File: src/hdl/gbns_pkg.sv
`default_nettype none
package gbns_pkg;

  localparam int SEQ_SPACE    = 8;
  localparam int SEQ_W        = 3;
  localparam int PAYLOAD_BITS = 32;
  localparam int WINDOW_SLOTS = 4;
  localparam int LIMIT_W      = 3;
  localparam int CNT_W        = 4;

  localparam logic [1:0] REQ_SEND    = 2'd0;
  localparam logic [1:0] REQ_ACK     = 2'd1;
  localparam logic [1:0] REQ_TIMEOUT = 2'd2;

  localparam logic [2:0] KIND_REFUSED  = 3'd0;
  localparam logic [2:0] KIND_TRANSMIT = 3'd1;
  localparam logic [2:0] KIND_TSTART   = 3'd2;
  localparam logic [2:0] KIND_TSTOP    = 3'd3;
  localparam logic [2:0] KIND_CORRUPT  = 3'd4;
  localparam logic [2:0] KIND_DUP      = 3'd5;
  localparam logic [2:0] KIND_OUTWIN   = 3'd6;
  localparam logic [2:0] KIND_IDLE     = 3'd7;

  localparam logic [LIMIT_W-1:0] LIMIT_RESET = 3'd4;

  typedef struct packed {
    logic [1:0]              req_type;
    logic [PAYLOAD_BITS-1:0] payload;
    logic [SEQ_W-1:0]        ack_num;
    logic                    checksum_ok;
  } in_word_t;

  typedef struct packed {
    logic [2:0]              res_kind;
    logic [SEQ_W-1:0]        seq_num;
    logic [PAYLOAD_BITS-1:0] data_out;
    logic                    last;
  } out_word_t;

endpackage
`default_nettype wire

File: src/hdl/gbns_store.sv
`default_nettype none
module gbns_store
  import gbns_pkg::*;
#(
  parameter int SLOTS  = WINDOW_SLOTS,
  parameter int SLOT_W = (SLOTS > 1) ? $clog2(SLOTS) : 1
) (
  input  wire logic                    clk,
  input  wire logic                    wr_en,
  input  wire logic [SLOT_W-1:0]       wr_addr,
  input  wire logic [PAYLOAD_BITS-1:0] wr_data,
  input  wire logic [SLOT_W-1:0]       rd_addr,
  output logic      [PAYLOAD_BITS-1:0] rd_data
);

  logic [PAYLOAD_BITS-1:0] mem [SLOTS];

  always_ff @(posedge clk) begin
    if (wr_en) begin
      mem[wr_addr] <= wr_data;
    end
  end

  always_ff @(posedge clk) begin
    rd_data <= mem[rd_addr];
  end

endmodule
`default_nettype wire

File: src/hdl/go_back_n_sender_window.sv
// The first result follows the accepted start in the next cycle, then one per cycle.
// A send gives one or two results, an ack one to four (a timer stop per freed slot plus
// a restart, never more than the window slots), a timeout one, or two plus outstanding,
// from the one-entry-per-cycle walk of the payload ring memory; busy stays high until
// the last result is out. The receiver cannot stall: each result is valid for one cycle.
// Reset (rst, synchronous) empties the window, zeroes base and next sequence, limit 4.
`default_nettype none
module go_back_n_sender_window
  import gbns_pkg::*;
#(
  parameter int SLOTS = WINDOW_SLOTS
) (
  input  wire logic        clk,
  input  wire logic        rst,
  input  wire logic        start,
  output logic             busy,
  input  wire in_word_t    cmd,
  output logic             result_valid,
  output out_word_t        result,
  input  wire logic        psel,
  input  wire logic        penable,
  input  wire logic        pwrite,
  input  wire logic [2:0]  paddr,
  input  wire logic [31:0] pwdata,
  output logic      [31:0] prdata,
  output logic             pready
);

  localparam int SLOT_W = (SLOTS > 1) ? $clog2(SLOTS) : 1;
  localparam logic [LIMIT_W-1:0] SLOT_LIMIT =
    (SLOTS < SEQ_SPACE - 1) ? LIMIT_W'(SLOTS) : LIMIT_W'(SEQ_SPACE - 1);
  localparam logic [CNT_W-1:0] SLOTS_C = CNT_W'(SLOTS);

  localparam logic [2:0] S_IDLE   = 3'd0;
  localparam logic [2:0] S_TX     = 3'd1;
  localparam logic [2:0] S_STOP   = 3'd2;
  localparam logic [2:0] S_START  = 3'd3;
  localparam logic [2:0] S_TSTART = 3'd4;
  localparam logic [2:0] S_RETX   = 3'd5;

  logic [2:0]              state;
  logic [LIMIT_W-1:0]      window_limit;
  logic [SEQ_W-1:0]        window_base;
  logic [SEQ_W-1:0]        next_seq;
  logic [SEQ_W-1:0]        outstanding;
  logic [SLOT_W-1:0]       head;
  logic [SLOT_W-1:0]       rd_ptr;
  logic [SEQ_W-1:0]        cnt;
  logic [SEQ_W-1:0]        tx_seq;
  logic [PAYLOAD_BITS-1:0] pay_hold;

  logic [LIMIT_W-1:0]      lim;
  logic [CNT_W-1:0]        freed;
  logic [CNT_W-1:0]        wr_sum;
  logic [CNT_W-1:0]        head_sum;
  logic [SLOT_W-1:0]       wr_addr;
  logic [SLOT_W-1:0]       head_next;
  logic [SLOT_W-1:0]       rd_ptr_next;
  logic [SEQ_W-1:0]        remain;
  logic                    accept;
  logic                    wr_en;
  logic                    dup;
  logic [PAYLOAD_BITS-1:0] rd_data;

  assign busy   = (state != S_IDLE);
  assign accept = start && !busy;
  assign pready = 1'b1;
  assign prdata = (paddr[2] == 1'b0) ? {{(32 - LIMIT_W){1'b0}}, window_limit} : 32'd0;

  always_comb begin
    lim = (window_limit > SLOT_LIMIT) ? SLOT_LIMIT : window_limit;
  end

  assign freed  = {1'b0, cmd.ack_num - window_base} + CNT_W'(1);
  assign dup    = (cmd.ack_num == window_base - SEQ_W'(1));
  assign remain = outstanding - freed[SEQ_W-1:0];

  assign wr_sum   = CNT_W'(head) + CNT_W'(outstanding);
  assign wr_addr  = (wr_sum >= SLOTS_C) ? SLOT_W'(wr_sum - SLOTS_C) : SLOT_W'(wr_sum);
  assign head_sum = CNT_W'(head) + freed;
  assign head_next = (head_sum >= SLOTS_C) ? SLOT_W'(head_sum - SLOTS_C)
                                           : SLOT_W'(head_sum);
  assign rd_ptr_next = (rd_ptr == SLOT_W'(SLOTS - 1)) ? '0 : rd_ptr + SLOT_W'(1);

  assign wr_en = accept && (cmd.req_type == REQ_SEND) &&
                 (outstanding < lim);

  gbns_store #(
    .SLOTS  (SLOTS),
    .SLOT_W (SLOT_W)
  ) u_store (
    .clk     (clk),
    .wr_en   (wr_en),
    .wr_addr (wr_addr),
    .wr_data (cmd.payload),
    .rd_addr (rd_ptr),
    .rd_data (rd_data)
  );

  always_ff @(posedge clk) begin
    if (rst) begin
      window_limit <= LIMIT_RESET;
    end else if (psel && penable && pwrite && paddr[2] == 1'b0) begin
      window_limit <= pwdata[LIMIT_W-1:0];
    end
  end

  always_ff @(posedge clk) begin
    if (rst) begin
      state        <= S_IDLE;
      window_base  <= '0;
      next_seq     <= '0;
      outstanding  <= '0;
      head         <= '0;
      rd_ptr       <= '0;
      cnt          <= '0;
      tx_seq       <= '0;
      result_valid <= 1'b0;
    end else begin
      result_valid <= 1'b0;
      unique case (state)
        S_IDLE: begin
          if (accept) begin
            case (cmd.req_type)
              REQ_SEND: begin
                result_valid <= 1'b1;
                if (outstanding >= lim) begin
                  result <= '{KIND_REFUSED, '0, '0, 1'b1};
                end else begin
                  next_seq    <= next_seq + SEQ_W'(1);
                  outstanding <= outstanding + SEQ_W'(1);
                  pay_hold    <= cmd.payload;
                  tx_seq      <= next_seq;
                  if (outstanding == '0) begin
                    result <= '{KIND_TSTART, next_seq, '0, 1'b0};
                    state  <= S_TX;
                  end else begin
                    result <= '{KIND_TRANSMIT, next_seq, cmd.payload, 1'b1};
                  end
                end
              end
              REQ_ACK: begin
                result_valid <= 1'b1;
                if (!cmd.checksum_ok) begin
                  result <= '{KIND_CORRUPT, cmd.ack_num, '0, 1'b1};
                end else if (dup) begin
                  result <= '{KIND_DUP, cmd.ack_num, '0, 1'b1};
                end else if (freed > CNT_W'(outstanding)) begin
                  result <= '{KIND_OUTWIN, cmd.ack_num, '0, 1'b1};
                end else begin
                  outstanding <= remain;
                  head        <= head_next;
                  window_base <= window_base + SEQ_W'(1);
                  cnt         <= freed[SEQ_W-1:0] - SEQ_W'(1);
                  if (freed == CNT_W'(1)) begin
                    result <= '{KIND_TSTOP, window_base, '0, (remain == '0)};
                    state  <= (remain == '0) ? S_IDLE : S_START;
                  end else begin
                    result <= '{KIND_TSTOP, window_base, '0, 1'b0};
                    state  <= S_STOP;
                  end
                end
              end
              REQ_TIMEOUT: begin
                result_valid <= 1'b1;
                if (outstanding == '0) begin
                  result <= '{KIND_IDLE, window_base, '0, 1'b1};
                end else begin
                  result <= '{KIND_TSTOP, window_base, '0, 1'b0};
                  rd_ptr <= head;
                  cnt    <= outstanding;
                  tx_seq <= window_base;
                  state  <= S_TSTART;
                end
              end
              default: begin
              end
            endcase
          end
        end
        S_TX: begin
          result_valid <= 1'b1;
          result       <= '{KIND_TRANSMIT, tx_seq, pay_hold, 1'b1};
          state        <= S_IDLE;
        end
        S_STOP: begin
          result_valid <= 1'b1;
          window_base  <= window_base + SEQ_W'(1);
          cnt          <= cnt - SEQ_W'(1);
          if (cnt == SEQ_W'(1)) begin
            result <= '{KIND_TSTOP, window_base, '0, (outstanding == '0)};
            state  <= (outstanding == '0) ? S_IDLE : S_START;
          end else begin
            result <= '{KIND_TSTOP, window_base, '0, 1'b0};
          end
        end
        S_START: begin
          result_valid <= 1'b1;
          result       <= '{KIND_TSTART, window_base, '0, 1'b1};
          state        <= S_IDLE;
        end
        S_TSTART: begin
          result_valid <= 1'b1;
          result       <= '{KIND_TSTART, window_base, '0, 1'b0};
          rd_ptr       <= rd_ptr_next;
          state        <= S_RETX;
        end
        S_RETX: begin
          result_valid <= 1'b1;
          result       <= '{KIND_TRANSMIT, tx_seq, rd_data, (cnt == SEQ_W'(1))};
          tx_seq       <= tx_seq + SEQ_W'(1);
          cnt          <= cnt - SEQ_W'(1);
          rd_ptr       <= rd_ptr_next;
          if (cnt == SEQ_W'(1)) begin
            state <= S_IDLE;
          end
        end
        default: begin
          state <= S_IDLE;
        end
      endcase
    end
  end

endmodule
`default_nettype wire

File: config.mk
export PLATFORM = sky130hd
export DESIGN_NAME = go_back_n_sender_window
export DESIGN_NICKNAME = d
export VERILOG_FILES = /design/src/hdl/gbns_pkg.sv /design/src/hdl/gbns_store.sv /design/src/hdl/go_back_n_sender_window.sv
export SDC_FILE = /design/constraint.sdc
export NUM_CORES = 1
export LEC_CHECK = 0
export BUFFER_PORTS_ARGS = -buffer_cell sky130_fd_sc_hd__buf_2
export CORE_MARGIN = 5
export CORE_UTILIZATION = 32
export CTS_CLUSTER_DIAMETER = 30
export CTS_CLUSTER_SIZE = 16
export DETAILED_ROUTE_END_ITERATION = 10
export HOLD_SLACK_MARGIN = 0.1
export PLACE_DENSITY_LB_ADDON = 0.2
export SYNTH_ARGS = -nofsm -noshare
export SYNTH_HDL_FRONTEND = slang
export SYNTH_SLANG_ARGS = --single-unit
File: constraint.sdc
create_clock -name clk -period 6.8 [get_ports clk]
set_input_delay 1.36 -clock clk [delete_from_list [all_inputs] [get_ports clk]]
set_output_delay 1.36 -clock clk [all_outputs]
set_load 0.005 [all_outputs]
After elaboration in Yosys (flattened, before gate mapping)

Memories as Yosys holds them, arrays and structs flattened. A register that Yosys moved wholly into a read port is not among the register bits.
Index checks and enable logic that the tools add are counted.

Bits of input ports: 79
Memory bits (writable): 128
Register bits after elaboration: 97
Memories kept: 1
Logic and storage cells: 169

Memory list:

| name        | words | bits a word | rd ports | clocked after memory_dff | wr ports | RTL line         | text |
|---|---|---|---|---|---|---|---|
| u_store.mem | 4     | 32          | 1        | 1                        | 1        | gbns_store.sv:16 | `logic [PAYLOAD_BITS-1:0] mem [SLOTS];` |

Bitwise gates (word level): 5
Order comparisons: 6
Add/sub/neg operators: 15
Reductions and logical operators: 32
Mux-type cells: 62
Equal/unequal tests: 33

Operators with widths:

| cell                  | count |
|---|---|
| $pmux W39 S6          | 1 |
| $mux W39              | 5 |
| $pmux W39 S3          | 1 |
| $mux W3               | 28 |
| $mux W38              | 2 |
| $pmux W3 S2           | 6 |
| $ne A2 B2 Y1 const B  | 11 |
| $mux W2               | 9 |
| $ne A3 B3 Y1 const B  | 6 |
| $reduce_and A7 Y1     | 2 |
| $add A3 B1 Y3 const B | 4 |
| $pmux W3 S4           | 1 |
| $reduce_and A4 Y1     | 3 |
| $reduce_and A6 Y1     | 2 |
| $reduce_and A10 Y1    | 1 |
| $reduce_and A5 Y1     | 2 |
| $reduce_bool A2 Y1    | 5 |
| $logic_not A3 Y1      | 3 |
| $pmux W3 S3           | 1 |
| $sub A3 B1 Y3 const B | 3 |
| $ge A4 B3 Y1 const B  | 2 |
| $eq A3 B1 Y1 const B  | 2 |
| $eq A3 B2 Y1 const B  | 2 |
| $eq A3 B3 Y1 const B  | 2 |
| 30 further kinds      | 49 |

Depth between registers and ports, before layout

Depth after elaboration: 12
Gate-level depth with buffers: 13

By module

Synthesis repeated with hierarchy kept, for this count alone.

Cell total of the unflattened synthesis: 772
Area, all modules: 11282.1 µm²

By module, submodules not included:

| module                  | sequential area each (µm²) | area each (µm²) | times used | cells an instance |
|---|---|---|---|---|
| go_back_n_sender_window | 2652.5                     | 5952.0          | 1          | 569 |
| gbns_store              | 4484.3                     | 5330.1          | 1          | 203 |

Worst setup path before layout

Ideal clock, no wire load.

Path type: input to register
Start: input port cmd[36] (netlist bit)
End: register result[0] (netlist bit) (enable)
Slack: 1677 ps
Required time: 6316 ps
Arrival time: 4639 ps
Path buffers: 0
Cell stages on the path: 5
Path through: inv_1 -> ha_1 -> o21a_1 -> nor2_1 -> nor3_1

Cells in the longest elaborated chain, start to end: 3
Elaborated cells on any way between the ends: 5

RTL lines:

| what                                       | RTL line                       | text |
|---|---|---|
| start: declaration                         | go_back_n_sender_window.sv:17  | `input wire in_word_t cmd,` |
| $eq A2 B2 Y1, or another cell as far along | go_back_n_sender_window.sv:124 | `case (cmd.req_type)` |
| $ne A4 B2 Y1 (no line) (*)                 | -                              |  |
| $reduce_and A4 Y1 (no line) (*)            | -                              |  |
| end signal: assignment                     | go_back_n_sender_window.sv:128 | `result <= '{KIND_REFUSED, '0, '0, 1'b1};` |
| end signal: assignment                     | go_back_n_sender_window.sv:135 | `result <= '{KIND_TSTART, next_seq, '0, 1'b0};` |
| end signal: assignment                     | go_back_n_sender_window.sv:138 | `result <= '{KIND_TRANSMIT, next_seq, cmd.payload, 1'b1};` |
| end: declaration                           | go_back_n_sender_window.sv:19  | `output out_word_t result,` |

Mark *: on every way between the ends. The rest lies on a longest branch, timed or not.
A chain may end at the register's enable or synchronous reset.

Final worst setup path

Start: input port cmd[1] (netlist bit)
End: register result[0] (netlist bit), data pin

Cells in the longest elaborated chain, start to end: 11
Elaborated cells on any way between the ends: 14

RTL lines:

| what                   | RTL line                       | text |
|---|---|---|
| $sub A3 B3 Y3          | go_back_n_sender_window.sv:74  | `assign freed = {1'b0, cmd.ack_num - window_base} + CNT_W'(1);` |
| $add A3 B1 Y4          | go_back_n_sender_window.sv:74  |  |
| $sub A3 B3 Y3          | go_back_n_sender_window.sv:76  | `assign remain = outstanding - freed[SEQ_W-1:0];` |
| $logic_not A3 Y1       | go_back_n_sender_window.sv:156 | `result <= '{KIND_TSTOP, window_base, '0, (remain == '0)};` |
| $mux W1                | go_back_n_sender_window.sv:155 | `if (freed == CNT_W'(1)) begin` |
| $mux W39               | go_back_n_sender_window.sv:148 | `end else if (freed > CNT_W'(outstanding)) begin` |
| $mux W39 (*)           | go_back_n_sender_window.sv:146 | `end else if (dup) begin` |
| $mux W39 (*)           | go_back_n_sender_window.sv:144 | `if (!cmd.checksum_ok) begin` |
| $pmux W39 S3 (*)       | go_back_n_sender_window.sv:124 |  |
| $mux W39 (*)           | go_back_n_sender_window.sv:123 | `if (accept) begin` |
| $pmux W39 S6 (*)       | go_back_n_sender_window.sv:121 | `unique case (state)` |
| end signal: assignment | go_back_n_sender_window.sv:128 |  |
| end signal: assignment | go_back_n_sender_window.sv:145 | `result <= '{KIND_CORRUPT, cmd.ack_num, '0, 1'b1};` |
| end signal: assignment | go_back_n_sender_window.sv:147 | `result <= '{KIND_DUP, cmd.ack_num, '0, 1'b1};` |

Mark *: on every way between the ends. The rest lies on a longest branch, timed or not. The select of a mux whose other input is x is not followed.

==> reports/results.ini <==
[logic_synthesis]
async_flop_share_pct = 0
synthCells = 746
synth_xor_area_share_pct = 1.39
synth-seq-area-share_pct = 65.5
yosys.area_share.adder_pct = 3.47
synth.area.mux_share_pct = 11.3
synthFlopType = edfxtp_1
syn_avg_cell_area_um2 = 14.6
synthSimpleGateAreaFrac_pct = 7.34
syn_area_um2 = 10900
synth_top_family_by_area = multiplexers
yosysUniqueCellTypes = 73
synth-compound-area-share_pct = 6.88
ys_seq_elements = 257
synth_warnings = 0
synth_edf_count = 199

[sta]
rsz0062_at_grt = no
setup_viol = 0
period_share_pct = 61.7
final-max-slew-violation-count = 0
holdWs_ps = 499
fin_crit_ps = 4200
tns_ps = 0
max_freq_mhz = 238
relSlewSlack_pct = 14.9
worstMarginPinSlew_ps = 1270
hold_viol = 0
final.setup_skew_ps = 37.7

[global_routing]
antenna_found_initial = 4
gr-total-overflow = 0
grt_use_total_pct = 13.5
grt_first_pass_wirelength_um = 39800
grt_max_degree = 48
grt_pass1_vias = 6873

[clock_tree]
cts_made_buffers = 69
clk_pin_slew_ps = 40
postCtsSetupBuffers = 0
h-tree-depth = 3
postCtsHoldBufs = 0
clock_path_buffers = 3
cts_resized = 0
clock_sinks = 257
clock_tree.root_cell = clkbuf_16
cts_tree = built
clk_latency_ps = 580

[critical_path]
cp-end-kind = flip-flop
worst-setup-path-type = input pin to flip-flop
critPathLaunchType = input pin
cp.arrival_ps = 4530
r2r-start = window_base[0]
crit_fanout = 4
startpoint = cmd[1]
cp.required_ps = 7130

[finish]
drive_gt1_share_pct = 28.7
fin_nets = 992
final_common_cell = edfxtp_1
area_delta_synth_final_pct = 28.9
most-common-layout-cells = edfxtp_1, buf_2, clkbuf_16, nand2_1, dfxtp_1
n_fill_cell = 3095

[drt]
routed-via-count = 6459
drtAntennaViolNets = 0
drt_iter0_drc = 325
drc = 0
wl_per_cell_um = 18.6
routed_wl_um = 25700
routed_via_density = 4.66
dr.pass1.iters = 5

[outcome]
status = finished, final reports clean

[floorplan]
dieArea_um2 = 37800
die_h_um = 195
io_pins = 153
start_util_pct = 32.4
die_x_um = 195
coreArea_um2 = 33600
rows = 67

[min_path]
worstHoldPathType = flip-flop to flip-flop
hold_path_startpoint = tx_seq[2]

[placed_design]
place.gp.congestion = 0.782
port_buffers = 91
dp_hpwl_um = 15500

[pwr]
max-vdd-ir-drop_mv = 0.231
p_leak_uw = 0.00509
pwr_density_cell_nw_per_um2 = 374

[job]
cap_violations = 0

final timing paths:
check / to / slack, ps / depth (start not counted)
setup reg to reg: result[0] / 3050 / 12
hold reg to reg: tx_seq[2] / 500 / 2
hold / removal: tx_seq[2] / 500 / 2
setup / recovery: result[0] / 2600 / 14
cell families (layout without fill, tap and decap cells):
kind of cell / Yosys count / in the layout
simple gates: 161 / 161
compound gates: 117 / 117
xor+xnor: 13 / 13
other cells: 2 / 31
flops: 257 / 257
buf+inv: 85 / 248
fa+ha+maj: 29 / 29
mux: 82 / 82
sequential cells by signal, indices dropped and copies added (netlist names), 3 cells and up:
| name | count |
|---|---|
| pay_hold | 32 |
| next_seq | 3 |
| window_limit | 3 |
| window_base | 3 |
| state | 3 |
| u_store.rd_data | 32 |
| cnt | 3 |
| tx_seq | 3 |
| u_store.mem | 128 |
| result | 39 |
| outstanding | 3 |
cells in the mapped netlist (2+ instances only):
cell	count	area [um^2]
a2111oi_1	2	20.0
a211oi_1	4	30.0
a21oi_1	23	115
a22oi_1	3	22.5
a311o_1	2	20.0
a311oi_1	3	26.3
a31oi_1	5	31.3
and2_1	2	12.5
and3_1	3	18.8
and4_1	2	17.5
buf_1	4	15.0
buf_2	10	50.1
buf_4	30	225
clkbuf_1	17	63.8
conb_1	2	7.51
dfxtp_1	58	1160
edfxtp_1	199	5980
fa_1	2	40.0
ha_1	27	338
inv_1	24	90.1
mux2_1	2	22.5
mux2_2	2	22.5
mux2i_1	45	450
mux4_2	32	721
nand2_1	61	229
nand2b_1	6	37.5
nand3_1	6	30.0
nand3b_1	2	15.0
nand4_1	3	18.8
nor2_1	34	128
nor2b_1	11	68.8
nor3_1	11	55.1
nor3b_1	3	22.5
o21a_1	5	37.5
o21ai_0	33	165
o21ai_1	14	70.1
o22ai_1	3	18.8
o31ai_1	4	30.0
or2_2	2	12.5
or3_1	4	25.0
xnor2_1	6	52.6
xor2_1	4	35.0
worst max-delay path, stage by stage:
cell,delay [ps]
buf_2,120
inv_1,50
ha_1,130
inv_1,50
fa_1,590
inv_1,70
ha_1,380
inv_1,90
fa_1,410
xor2_1,180
nor3b_1,380
nand4_1,150
and4_1,250
o31ai_1,310
area by class of cell:
type	instances	area, um^2	area share, %
multi-input cells	432	3470	24.7
diodes	1	2.50	0.0178
inverters	24	90.1	0.641
flip-flops and latches	257	7140	50.9
repair buffers	100	523	3.72
clock buffers	86	1820	13.0
clock inverters	38	435	3.10
well taps	448	561	3.99
layer usage:
layer  GRT usage, %  wire, um  part of all wire [%]  vias to the layer above
met5              0        33                  0.13                        -
met4           5.60       612                   2.4                        6
met3           3.90      1500                   5.8                       53
met2           21.4     12100                    47                      177
met1           17.6     11500                    45                     3145
li1               -         -                     -                     3078
stage by stage:
step           setup slack, ps  util, %  total power [uW]  instances  instance area, um^2
6_report                  2600     41.8              5260       1386                14000
3_5_place_dp              2100     35.1              2240       1261                11800
3_3_place_gp              2110     35.1              2240       1261                11800
5_1_grt                   2460     41.8              5480       1385                14000
4_1_cts                   2650     41.8              5340       1385                14000
2_1_floorplan             1680        -              2100        774                11000
power breakdown:
group / leakage [uW] / switching, uW / internal [uW]
Combinational: 0.00170 / 228 / 151
Clock: 0.00108 / 982 / 2070
Sequential: 0.00230 / 45.6 / 1780
Note: power is estimated with default switching activity, not from simulation.
